$ cat src/sv/bst_pkg.sv
// ----------------------------------------------------------------------------
// Bond slot table package
// Shared field widths, operation and status codes and the result word layout.
// ----------------------------------------------------------------------------
package bst_pkg;

    localparam int OP_W        = 3;
    localparam int IDX_W       = 10;
    localparam int CNT_W       = 11;
    localparam int CD_W        = 8;
    localparam int STATUS_W    = 2;
    localparam int BC_W        = 3;

    localparam int IN_TDATA_W  = 24;
    localparam int OUT_TDATA_W = 16;
    localparam int CFG_ADDR_W  = 1;
    localparam int CFG_DATA_W  = 11;

    localparam logic [OP_W-1:0] OP_ADD    = 3'd0;
    localparam logic [OP_W-1:0] OP_REMOVE = 3'd1;
    localparam logic [OP_W-1:0] OP_QUERY  = 3'd2;
    localparam logic [OP_W-1:0] OP_CLEAR  = 3'd3;
    localparam logic [OP_W-1:0] OP_TICK   = 3'd4;
    localparam logic [OP_W-1:0] OP_RESET  = 3'd5;

    localparam logic [STATUS_W-1:0] ST_OK    = 2'd0;
    localparam logic [STATUS_W-1:0] ST_FULL  = 2'd1;
    localparam logic [STATUS_W-1:0] ST_RANGE = 2'd2;

    localparam logic [CFG_ADDR_W-1:0] REG_PARTICLE_COUNT = 1'b0;
    localparam logic [CFG_ADDR_W-1:0] REG_COOLDOWN_TICKS = 1'b1;

    localparam logic [CD_W-1:0] COOLDOWN_RESET = 8'd30;

    typedef struct packed {
        logic [CD_W-1:0]     cooldown_left;
        logic [BC_W-1:0]     bond_count;
        logic                bonded;
        logic [STATUS_W-1:0] status;
    } result_t;

endpackage

$ cat src/sv/bst_engine.sv
// ----------------------------------------------------------------------------
// Bond slot table engine
// Sequencer that reads, modifies and writes back particle rows for each word.
// ----------------------------------------------------------------------------
module bst_engine #(
    parameter int MAX_PARTICLES      = 1024,
    parameter int SLOTS_PER_PARTICLE = 4,
    parameter int AW                 = $clog2(MAX_PARTICLES),
    parameter int LIM_W              = 11,
    parameter int ROW_W              = bst_pkg::CD_W + $clog2(SLOTS_PER_PARTICLE + 1)
                                       + SLOTS_PER_PARTICLE * (1 + bst_pkg::IDX_W)
) (
    input  logic                       clk,
    input  logic                       rst_n,
    input  logic                       in_valid,
    output logic                       in_ready,
    input  logic [bst_pkg::OP_W-1:0]   in_op,
    input  logic [bst_pkg::IDX_W-1:0]  in_a,
    input  logic [bst_pkg::IDX_W-1:0]  in_b,
    input  logic [LIM_W-1:0]           lim,
    input  logic [bst_pkg::CD_W-1:0]   ticks,
    output logic                       res_valid,
    input  logic                       res_ready,
    output bst_pkg::result_t           res,
    output logic                       mem_rd_en,
    output logic [AW-1:0]              mem_rd_addr,
    input  logic [ROW_W-1:0]           mem_rd_data,
    output logic                       mem_wr_en,
    output logic [AW-1:0]              mem_wr_addr,
    output logic [ROW_W-1:0]           mem_wr_data
);

    import bst_pkg::*;

    localparam int S      = SLOTS_PER_PARTICLE;
    localparam int TOT_W  = $clog2(S + 1);
    localparam int SIDX_W = (S > 1) ? $clog2(S) : 1;
    localparam logic [AW-1:0]     LAST_ROW  = AW'(MAX_PARTICLES - 1);
    localparam logic [SIDX_W-1:0] LAST_SLOT = SIDX_W'(S - 1);

    typedef struct packed {
        logic [CD_W-1:0]            cooldown;
        logic [TOT_W-1:0]           total;
        logic [S-1:0]               valid;
        logic [S-1:0][IDX_W-1:0]    partner;
    } row_t;

    typedef enum logic [3:0] {
        S_INIT,
        S_IDLE,
        S_RD_A,
        S_RD_B,
        S_PAIR,
        S_WR_A,
        S_WR_B,
        S_QUERY,
        S_CL_LATCH,
        S_CL_SLOT,
        S_CL_PART,
        S_CL_WR,
        S_TICK,
        S_WIPE,
        S_DONE
    } state_t;

    function automatic row_t drop_first(row_t r, logic [IDX_W-1:0] p);
        row_t o;
        logic hit;
        o   = r;
        hit = 1'b0;
        for (int s = 0; s < S; s++)
        begin
            if (!hit && r.valid[s] && r.partner[s] == p)
            begin
                o.valid[s]   = 1'b0;
                o.partner[s] = '0;
                hit          = 1'b1;
            end
        end
        if (hit && r.total != '0)
        begin
            o.total = r.total - 1'b1;
        end
        return o;
    endfunction

    function automatic row_t take_slot(row_t r, logic [IDX_W-1:0] p);
        row_t o;
        logic hit;
        o   = r;
        hit = 1'b0;
        for (int s = 0; s < S; s++)
        begin
            if (!hit && !r.valid[s])
            begin
                o.valid[s]   = 1'b1;
                o.partner[s] = p;
                hit          = 1'b1;
            end
        end
        o.total = TOT_W'(r.total + 1'b1);
        return o;
    endfunction

    function automatic logic pair_hit(row_t r, logic [IDX_W-1:0] p);
        logic hit;
        hit = 1'b0;
        for (int s = 0; s < S; s++)
        begin
            if (r.valid[s] && r.partner[s] == p)
            begin
                hit = 1'b1;
            end
        end
        return hit;
    endfunction

    state_t            state_reg;
    logic [OP_W-1:0]   op_reg;
    logic [IDX_W-1:0]  a_reg;
    logic [IDX_W-1:0]  b_reg;
    logic              a_ok_reg;
    row_t              row_a_reg;
    row_t              row_b_reg;
    logic [SIDX_W-1:0] slot_reg;
    logic [AW-1:0]     part_addr_reg;
    logic [AW-1:0]     cnt_reg;
    logic              sweep_on_reg;
    logic              pipe_vld_reg;
    logic [AW-1:0]     pipe_idx_reg;
    result_t           res_reg;

    row_t              rd_row;
    row_t              pair_new_a;
    row_t              pair_new_b;
    logic              pair_full;
    row_t              part_new;
    row_t              tick_row;
    logic              slot_hit;
    logic              in_a_ok;
    logic              in_b_ok;
    logic              in_err;
    logic              accept;
    logic [AW-1:0]     a_addr;
    logic [AW-1:0]     b_addr;

    assign rd_row    = row_t'(mem_rd_data);
    assign in_a_ok   = LIM_W'(in_a) < lim;
    assign in_b_ok   = LIM_W'(in_b) < lim;
    assign in_ready  = (state_reg == S_IDLE);
    assign accept    = in_valid && in_ready;
    assign res_valid = (state_reg == S_DONE);
    assign res       = res_reg;
    assign a_addr    = AW'(a_reg);
    assign b_addr    = AW'(b_reg);
    assign slot_hit  = row_a_reg.valid[slot_reg]
                       && (LIM_W'(row_a_reg.partner[slot_reg]) < lim);

    always_comb
    begin
        unique case (in_op)
            OP_ADD:              in_err = !in_a_ok || !in_b_ok || (in_a == in_b);
            OP_REMOVE, OP_QUERY: in_err = !in_a_ok || !in_b_ok;
            OP_CLEAR:            in_err = !in_a_ok;
            default:             in_err = 1'b0;
        endcase
    end

    always_comb
    begin
        pair_full  = 1'b0;
        pair_new_a = row_a_reg;
        pair_new_b = rd_row;
        if (op_reg == OP_ADD)
        begin
            pair_full = (&row_a_reg.valid) || (&rd_row.valid);
            if (!pair_full)
            begin
                pair_new_a = take_slot(row_a_reg, b_reg);
                pair_new_b = take_slot(rd_row, a_reg);
            end
        end
        else
        begin
            pair_new_a          = drop_first(row_a_reg, b_reg);
            pair_new_a.cooldown = ticks;
            pair_new_b          = drop_first(rd_row, a_reg);
            pair_new_b.cooldown = ticks;
        end
    end

    always_comb
    begin
        part_new          = drop_first(rd_row, a_reg);
        part_new.cooldown = ticks;
        tick_row          = rd_row;
        if (rd_row.cooldown != '0)
        begin
            tick_row.cooldown = rd_row.cooldown - 1'b1;
        end
    end

    always_comb
    begin
        mem_rd_en   = 1'b0;
        mem_rd_addr = a_addr;
        mem_wr_en   = 1'b0;
        mem_wr_addr = a_addr;
        mem_wr_data = '0;
        unique case (state_reg)
            S_RD_A:
            begin
                mem_rd_en = 1'b1;
            end
            S_RD_B:
            begin
                mem_rd_en   = 1'b1;
                mem_rd_addr = b_addr;
            end
            S_WR_A, S_CL_WR:
            begin
                mem_wr_en   = 1'b1;
                mem_wr_data = row_a_reg;
            end
            S_WR_B:
            begin
                mem_wr_en   = 1'b1;
                mem_wr_addr = b_addr;
                mem_wr_data = row_b_reg;
            end
            S_CL_SLOT:
            begin
                mem_rd_en   = slot_hit;
                mem_rd_addr = AW'(row_a_reg.partner[slot_reg]);
            end
            S_CL_PART:
            begin
                mem_wr_en   = 1'b1;
                mem_wr_addr = part_addr_reg;
                mem_wr_data = part_new;
            end
            S_TICK:
            begin
                mem_rd_en   = sweep_on_reg;
                mem_rd_addr = cnt_reg;
                mem_wr_en   = pipe_vld_reg;
                mem_wr_addr = pipe_idx_reg;
                mem_wr_data = tick_row;
            end
            S_INIT, S_WIPE:
            begin
                mem_wr_en   = 1'b1;
                mem_wr_addr = cnt_reg;
            end
            default:
            begin
            end
        endcase
    end

    always_ff @(posedge clk or negedge rst_n)
    begin
        if (!rst_n)
        begin
            state_reg     <= S_INIT;
            op_reg        <= '0;
            a_reg         <= '0;
            b_reg         <= '0;
            a_ok_reg      <= 1'b0;
            row_a_reg     <= '0;
            row_b_reg     <= '0;
            slot_reg      <= '0;
            part_addr_reg <= '0;
            cnt_reg       <= '0;
            sweep_on_reg  <= 1'b0;
            pipe_vld_reg  <= 1'b0;
            pipe_idx_reg  <= '0;
            res_reg       <= '0;
        end
        else
        begin
            unique case (state_reg)
                S_INIT:
                begin
                    if (cnt_reg == LAST_ROW)
                    begin
                        state_reg <= S_IDLE;
                    end
                    else
                    begin
                        cnt_reg <= cnt_reg + 1'b1;
                    end
                end
                S_IDLE:
                begin
                    if (accept)
                    begin
                        op_reg                <= in_op;
                        a_reg                 <= in_a;
                        b_reg                 <= in_b;
                        a_ok_reg              <= in_a_ok;
                        res_reg.status        <= in_err ? ST_RANGE : ST_OK;
                        res_reg.bonded        <= 1'b0;
                        res_reg.bond_count    <= '0;
                        res_reg.cooldown_left <= '0;
                        unique case (in_op)
                            OP_ADD, OP_REMOVE, OP_QUERY, OP_CLEAR:
                            begin
                                state_reg <= in_err ? S_DONE : S_RD_A;
                            end
                            OP_TICK:
                            begin
                                cnt_reg      <= '0;
                                sweep_on_reg <= 1'b1;
                                pipe_vld_reg <= 1'b0;
                                state_reg    <= S_TICK;
                            end
                            OP_RESET:
                            begin
                                cnt_reg   <= '0;
                                state_reg <= S_WIPE;
                            end
                            default:
                            begin
                                state_reg <= in_a_ok ? S_RD_A : S_DONE;
                            end
                        endcase
                    end
                end
                S_RD_A:
                begin
                    priority case (op_reg)
                        OP_ADD, OP_REMOVE: state_reg <= S_RD_B;
                        OP_CLEAR:          state_reg <= S_CL_LATCH;
                        default:           state_reg <= S_QUERY;
                    endcase
                end
                S_RD_B:
                begin
                    row_a_reg <= rd_row;
                    state_reg <= S_PAIR;
                end
                S_PAIR:
                begin
                    row_a_reg             <= pair_new_a;
                    row_b_reg             <= pair_new_b;
                    res_reg.status        <= pair_full ? ST_FULL : ST_OK;
                    res_reg.bonded        <= 1'b0;
                    res_reg.bond_count    <= BC_W'(pair_new_a.total);
                    res_reg.cooldown_left <= pair_new_a.cooldown;
                    state_reg             <= pair_full ? S_DONE : S_WR_A;
                end
                S_WR_A:
                begin
                    state_reg <= S_WR_B;
                end
                S_WR_B:
                begin
                    state_reg <= S_DONE;
                end
                S_QUERY:
                begin
                    res_reg.status        <= ST_OK;
                    res_reg.bonded        <= (op_reg == OP_QUERY) && pair_hit(rd_row, b_reg);
                    res_reg.bond_count    <= BC_W'(rd_row.total);
                    res_reg.cooldown_left <= rd_row.cooldown;
                    state_reg             <= S_DONE;
                end
                S_CL_LATCH:
                begin
                    row_a_reg <= rd_row;
                    slot_reg  <= '0;
                    state_reg <= S_CL_SLOT;
                end
                S_CL_SLOT:
                begin
                    if (slot_hit)
                    begin
                        part_addr_reg <= AW'(row_a_reg.partner[slot_reg]);
                        state_reg     <= S_CL_PART;
                    end
                    else if (slot_reg == LAST_SLOT)
                    begin
                        state_reg <= S_CL_WR;
                    end
                    else
                    begin
                        slot_reg <= slot_reg + 1'b1;
                    end
                end
                S_CL_PART:
                begin
                    row_a_reg.valid[slot_reg]   <= 1'b0;
                    row_a_reg.partner[slot_reg] <= '0;
                    row_a_reg.cooldown          <= ticks;
                    if (row_a_reg.total != '0)
                    begin
                        row_a_reg.total <= row_a_reg.total - 1'b1;
                    end
                    if (slot_reg == LAST_SLOT)
                    begin
                        state_reg <= S_CL_WR;
                    end
                    else
                    begin
                        slot_reg  <= slot_reg + 1'b1;
                        state_reg <= S_CL_SLOT;
                    end
                end
                S_CL_WR:
                begin
                    res_reg.status        <= ST_OK;
                    res_reg.bonded        <= 1'b0;
                    res_reg.bond_count    <= BC_W'(row_a_reg.total);
                    res_reg.cooldown_left <= row_a_reg.cooldown;
                    state_reg             <= S_DONE;
                end
                S_TICK:
                begin
                    pipe_vld_reg <= sweep_on_reg;
                    pipe_idx_reg <= cnt_reg;
                    if (sweep_on_reg)
                    begin
                        if (cnt_reg == LAST_ROW)
                        begin
                            sweep_on_reg <= 1'b0;
                        end
                        else
                        begin
                            cnt_reg <= cnt_reg + 1'b1;
                        end
                    end
                    if (pipe_vld_reg && a_ok_reg && pipe_idx_reg == a_addr)
                    begin
                        res_reg.bond_count    <= BC_W'(tick_row.total);
                        res_reg.cooldown_left <= tick_row.cooldown;
                    end
                    if (!sweep_on_reg && pipe_vld_reg)
                    begin
                        state_reg <= S_DONE;
                    end
                end
                S_WIPE:
                begin
                    if (cnt_reg == LAST_ROW)
                    begin
                        state_reg <= S_DONE;
                    end
                    else
                    begin
                        cnt_reg <= cnt_reg + 1'b1;
                    end
                end
                S_DONE:
                begin
                    if (res_ready)
                    begin
                        state_reg <= S_IDLE;
                    end
                end
                default:
                begin
                    state_reg <= S_IDLE;
                end
            endcase
        end
    end

endmodule

$ cat config.mk
export PLATFORM = sky130hd
export DESIGN_NAME = bst_engine
export DESIGN_NICKNAME = d
export VERILOG_FILES = /design/src/sv/bst_pkg.sv /design/src/sv/bst_engine.sv
export SDC_FILE = /design/constraint.sdc
export NUM_CORES = 1
export LEC_CHECK = 0
export BUFFER_PORTS_ARGS = -buffer_cell sky130_fd_sc_hd__buf_4
export CAP_MARGIN = 20
export CORE_MARGIN = 2
export CORE_UTILIZATION = 34
export CTS_CLUSTER_DIAMETER = 100
export DETAILED_ROUTE_END_ITERATION = 16
export HOLD_SLACK_MARGIN = 0.08
export SKIP_LAST_GASP = 1
export SLEW_MARGIN = 20
export SYNTH_ARGS = -nofsm -noshare
export SYNTH_HDL_FRONTEND = slang
export SYNTH_SLANG_ARGS = --single-unit
$ cat constraint.sdc
create_clock -name clk -period 5.5 [get_ports clk]
set_input_delay 1.1 -clock clk [delete_from_list [all_inputs] [get_ports clk]]
set_output_delay 1.1 -clock clk [all_outputs]
set_load 0.01 [all_outputs]
==> impl_results.md <==
- Synthesized Nets: 1654
- Syn-to-layout area delta: 19.4%
- Hpwl dp: 39300 um
- Worst R2R End: row_a_reg[33]
- Share of layout cells above drive strength 1: 19.8%
- CTS tree: yes
- Sequential cell area: 0.00465 mm2
- Setup crit end kind: output port
- First-pass GRT wire length: between 80000 and 90000 um
- Reg2Reg Setup Slack: 1590 ps
- Root Driver: clkbuf_16
- Placement Setup Slack: ~1000 ps
- Yosys warns: 0
- Max stage delay cell, worst path: dfrtp_1
- Setup Skew: 19.4 ps
- Setup violations, final: 0
- GP Congestion: 0.977
- WL/cell: 24.7 um
- Simple-gate share of the synthesized area: 15.3%
- Vias post-DR: 13400
- Worst-path maximum fanout: 12
- Clock buffer count from CTS: 17
- Sequential fraction of design power: a little under a third
- Number of DRC markers in iteration 0: ~2100
- Max-slew headroom: 23.5%
- # Post-CTS Setup Buffers: 0
- Total global routing overflow: 0
- Final #Nets: between 1500 and 2000
- Final ANT Viol Nets: 0
- Comb pwr share: about 55%
- Slew Viols, Final: 0
- Clock sink count: between 150 and 200
- Run status: finished, final reports clean
- Crit-path cells: xnor2_1 -> nand4_1 -> nor3_1 -> nor3b_1 -> o21ai_0 -> buf_4 -> a222oi_1 -> inv_1 -> buf_4
- CTS max path bufs: 2
- PortBufs: 193
- Die Width: 201 um
- CTS H-tree lvls: 4
- PD cells: 619 mW/mm2
- Number of synthesized flops with an enable pin: 0
- Main combinational cell family by area after synthesis: compound AO/OA/AOI/OAI gates
- Hold_buf cts: 0
- Die ar.: about 0.040 mm2
- Mux cell area share after synthesis: 4.86%
- Reg2reg start: state_reg[1]
- Max stage delay on crit path: 930 ps
- RSZ-0062 raised after global routing: false
- CTS resizes: 0
- Sw Share: 49.3%
- Multi-input combinational cell area: 0.00782 mm2
- Vias per cell: 6.15
- Final Worst Setup Slack: 700 ps
- Top Family by Delay on Critical Path: simple AND/OR/NAND/NOR gates
- Synth unique cells: just over 60
- GRT Overall Usage: 26.2%
- WP depth: 9
- Final worst path period need: approximately 4800 ps
- Max cap viols: 0
- Clock power share: approximately 14%
- Number of detailed-route iterations in the first pass: 10
- I/O pin count: 194
- TNS Setup: 0 ps
- Synth Register Bits: 186
- Worst reg-to-reg path cell count: 8
- Largest net degree at the start of global routing: 110
- Final Hold Fails: 0
- Worst EP arrival: 3700 ps
- Synth Area in Compound Gates: between 20% and 30%
- Adder-Cell Fraction of Synth Area: around 3.8%
- Worst EP required: between 4000 and 5000 ps
- Post-synthesis xor/xnor area fraction: 10.4%
- Path type of the worst setup path: reg2out
- Worst min-delay path category: reg2reg
- Final cycle utilization of the critical path: between 80 and 90%
- Post-synth ARST share: 100%
- Cells on Worst Hold Path: 1
- Total core area: slightly below 0.04 mm2
- Hold WS: between 400 and 500 ps
- Critical path launch point: a_addr[7]
- Int Pwr: ~5.0 mW
- Initial antenna violation count: 0
- Total Wirelength: about 54000 um
- Worst Setup EP: mem_wr_data[20]
- CP Buf/Inv Count: 3
- Net load switching power: 4.82 mW
- ANT cells: 0
- Cell Area, Synth: 0.0132 mm2
- Worst-path clk slew: 70 ps
- Site Rows: a little over 70
- DRC Markers: 0
- Initial Util: between 30% and 40%
- Ys flop type: dfrtp_1
- Critical path's most frequent cell: buf_4
- Clk_lat worst skew: 460 ps
- FMAX: about 210 MHz
- Cell leakage power: ~7 nW
- Seq/Total Area, Yosys: a little over a third
- Syn_area_per_cell: approximately 8.7 um2
- Worst Max-Slew Pin Slew: 1150 ps
- Peak supply drop: 0.000285 V
- Die height: 201 um
- Crit start category: register
- Post-Syn Instances: 1513
- Fillers: 3932
- Number of global-route vias before repair: around 13000
-- cell type report --
type,count,share of cell area [%]
sequential,186,29.5
clock buffer,19,2.87
timing repair buffer,228,10.9
multi-input combinational,1130,49.6
tap,518,4.11
clock inverter,13,0.999
inverter,84,2.00
-- cells in the mapped netlist (all sizes together), types with 9 or more instances --
master,n,area share [%]
or3,9,0.43
o21ai,79,3.0
nand3,21,0.80
buf,48,1.7
a31oi,21,0.99
xnor2,131,8.7
clkbuf,65,1.8
nor2b,10,0.47
nor4,15,0.82
a21oi,112,4.3
nand4,35,1.7
xor2,26,1.7
dfrtp,186,35
a22oi,34,1.9
a22o,12,0.80
mux2,35,3.0
o2bb2ai,21,1.4
mux4,11,1.9
and2,15,0.71
nor2,88,2.5
nand2b,9,0.43
o31ai,9,0.51
nor3,27,1.2
nand2,185,5.3
ha,40,3.8
inv,84,2.4
a21o,22,1.2
a222oi,93,7.0
-- metrics by stage --
step	area [um2]	std cells	util (%)	power, mW
5_1_grt	15800	2178	40.9	10.3
4_1_cts	15800	2178	40.9	9.68
3_3_place_gp	15200	2146	39.3	8.26
2_1_floorplan	13200	1513	-	6.05
3_5_place_dp	15200	2146	39.3	8.34
6_report	15800	2178	40.9	9.77
-- per-layer routing --
metal  GRT usage, %  part of all wire (%)
met1           34.9                    41
met2           40.8                    45
met3           5.17                   9.7
met4           12.5                   4.7
met5              0                     0
-- cell usage in the layout, fill, tap and decap left out, types with 15 or more instances in the layout --
master,instances
nor3_1,20
nand2_1,184
mux2_2,35
clkbuf_16,17
o21ai_0,76
a222oi_1,93
xor2_1,26
ha_1,40
dfrtp_1,186
inv_1,84
a22oi_1,34
and2_1,15
xnor2_1,131
a31oi_1,21
a21o_1,22
buf_4,226
nand3_1,21
a21oi_1,109
nand4_1,35
nor2_1,86
o2bb2ai_1,21
-- worst register-to-register path: cells and delay by family, from the launching register on --
kind                   cells  cell delay [ps]
AO/OA/AOI/OAI              3             1350
AND/OR/NAND/NOR            4             1160
flip-flops                 1              850
buffers and inverters      1              480
-- cells by family (layout without fill, tap and decap cells) --
group	after synthesis	after routing
AND/OR/NAND/NOR	434	434
flip-flops	186	186
XOR/XNOR	157	157
multiplexers	46	46
AO/OA/AOI/OAI	453	453
adder cells (fa/ha/maj)	40	40
buffers and inverters	197	344
-- power by group through the flow --
stage,combinational (mW),sequential (mW),clock [mW]
floorplan,3.70,2.35,0
global placement,5.20,3.06,0
detailed placement,5.27,3.07,0
CTS,5.29,3.04,1.35
global route,5.81,3.11,1.40
finish,5.34,3.10,1.33
-- how the worst min path moves through the flow --
stage,from,endpoint,slack (ps)
global route,res[12],res[12],500
CTS,res[12],res[12],490
global placement,res[2],res[2],460
floorplan,row_b_reg[40],row_b_reg[40],450
detailed placement,res[12],res[12],470
finish,res[11],res[11],480
Note: power is estimated with default switching activity, not from simulation.
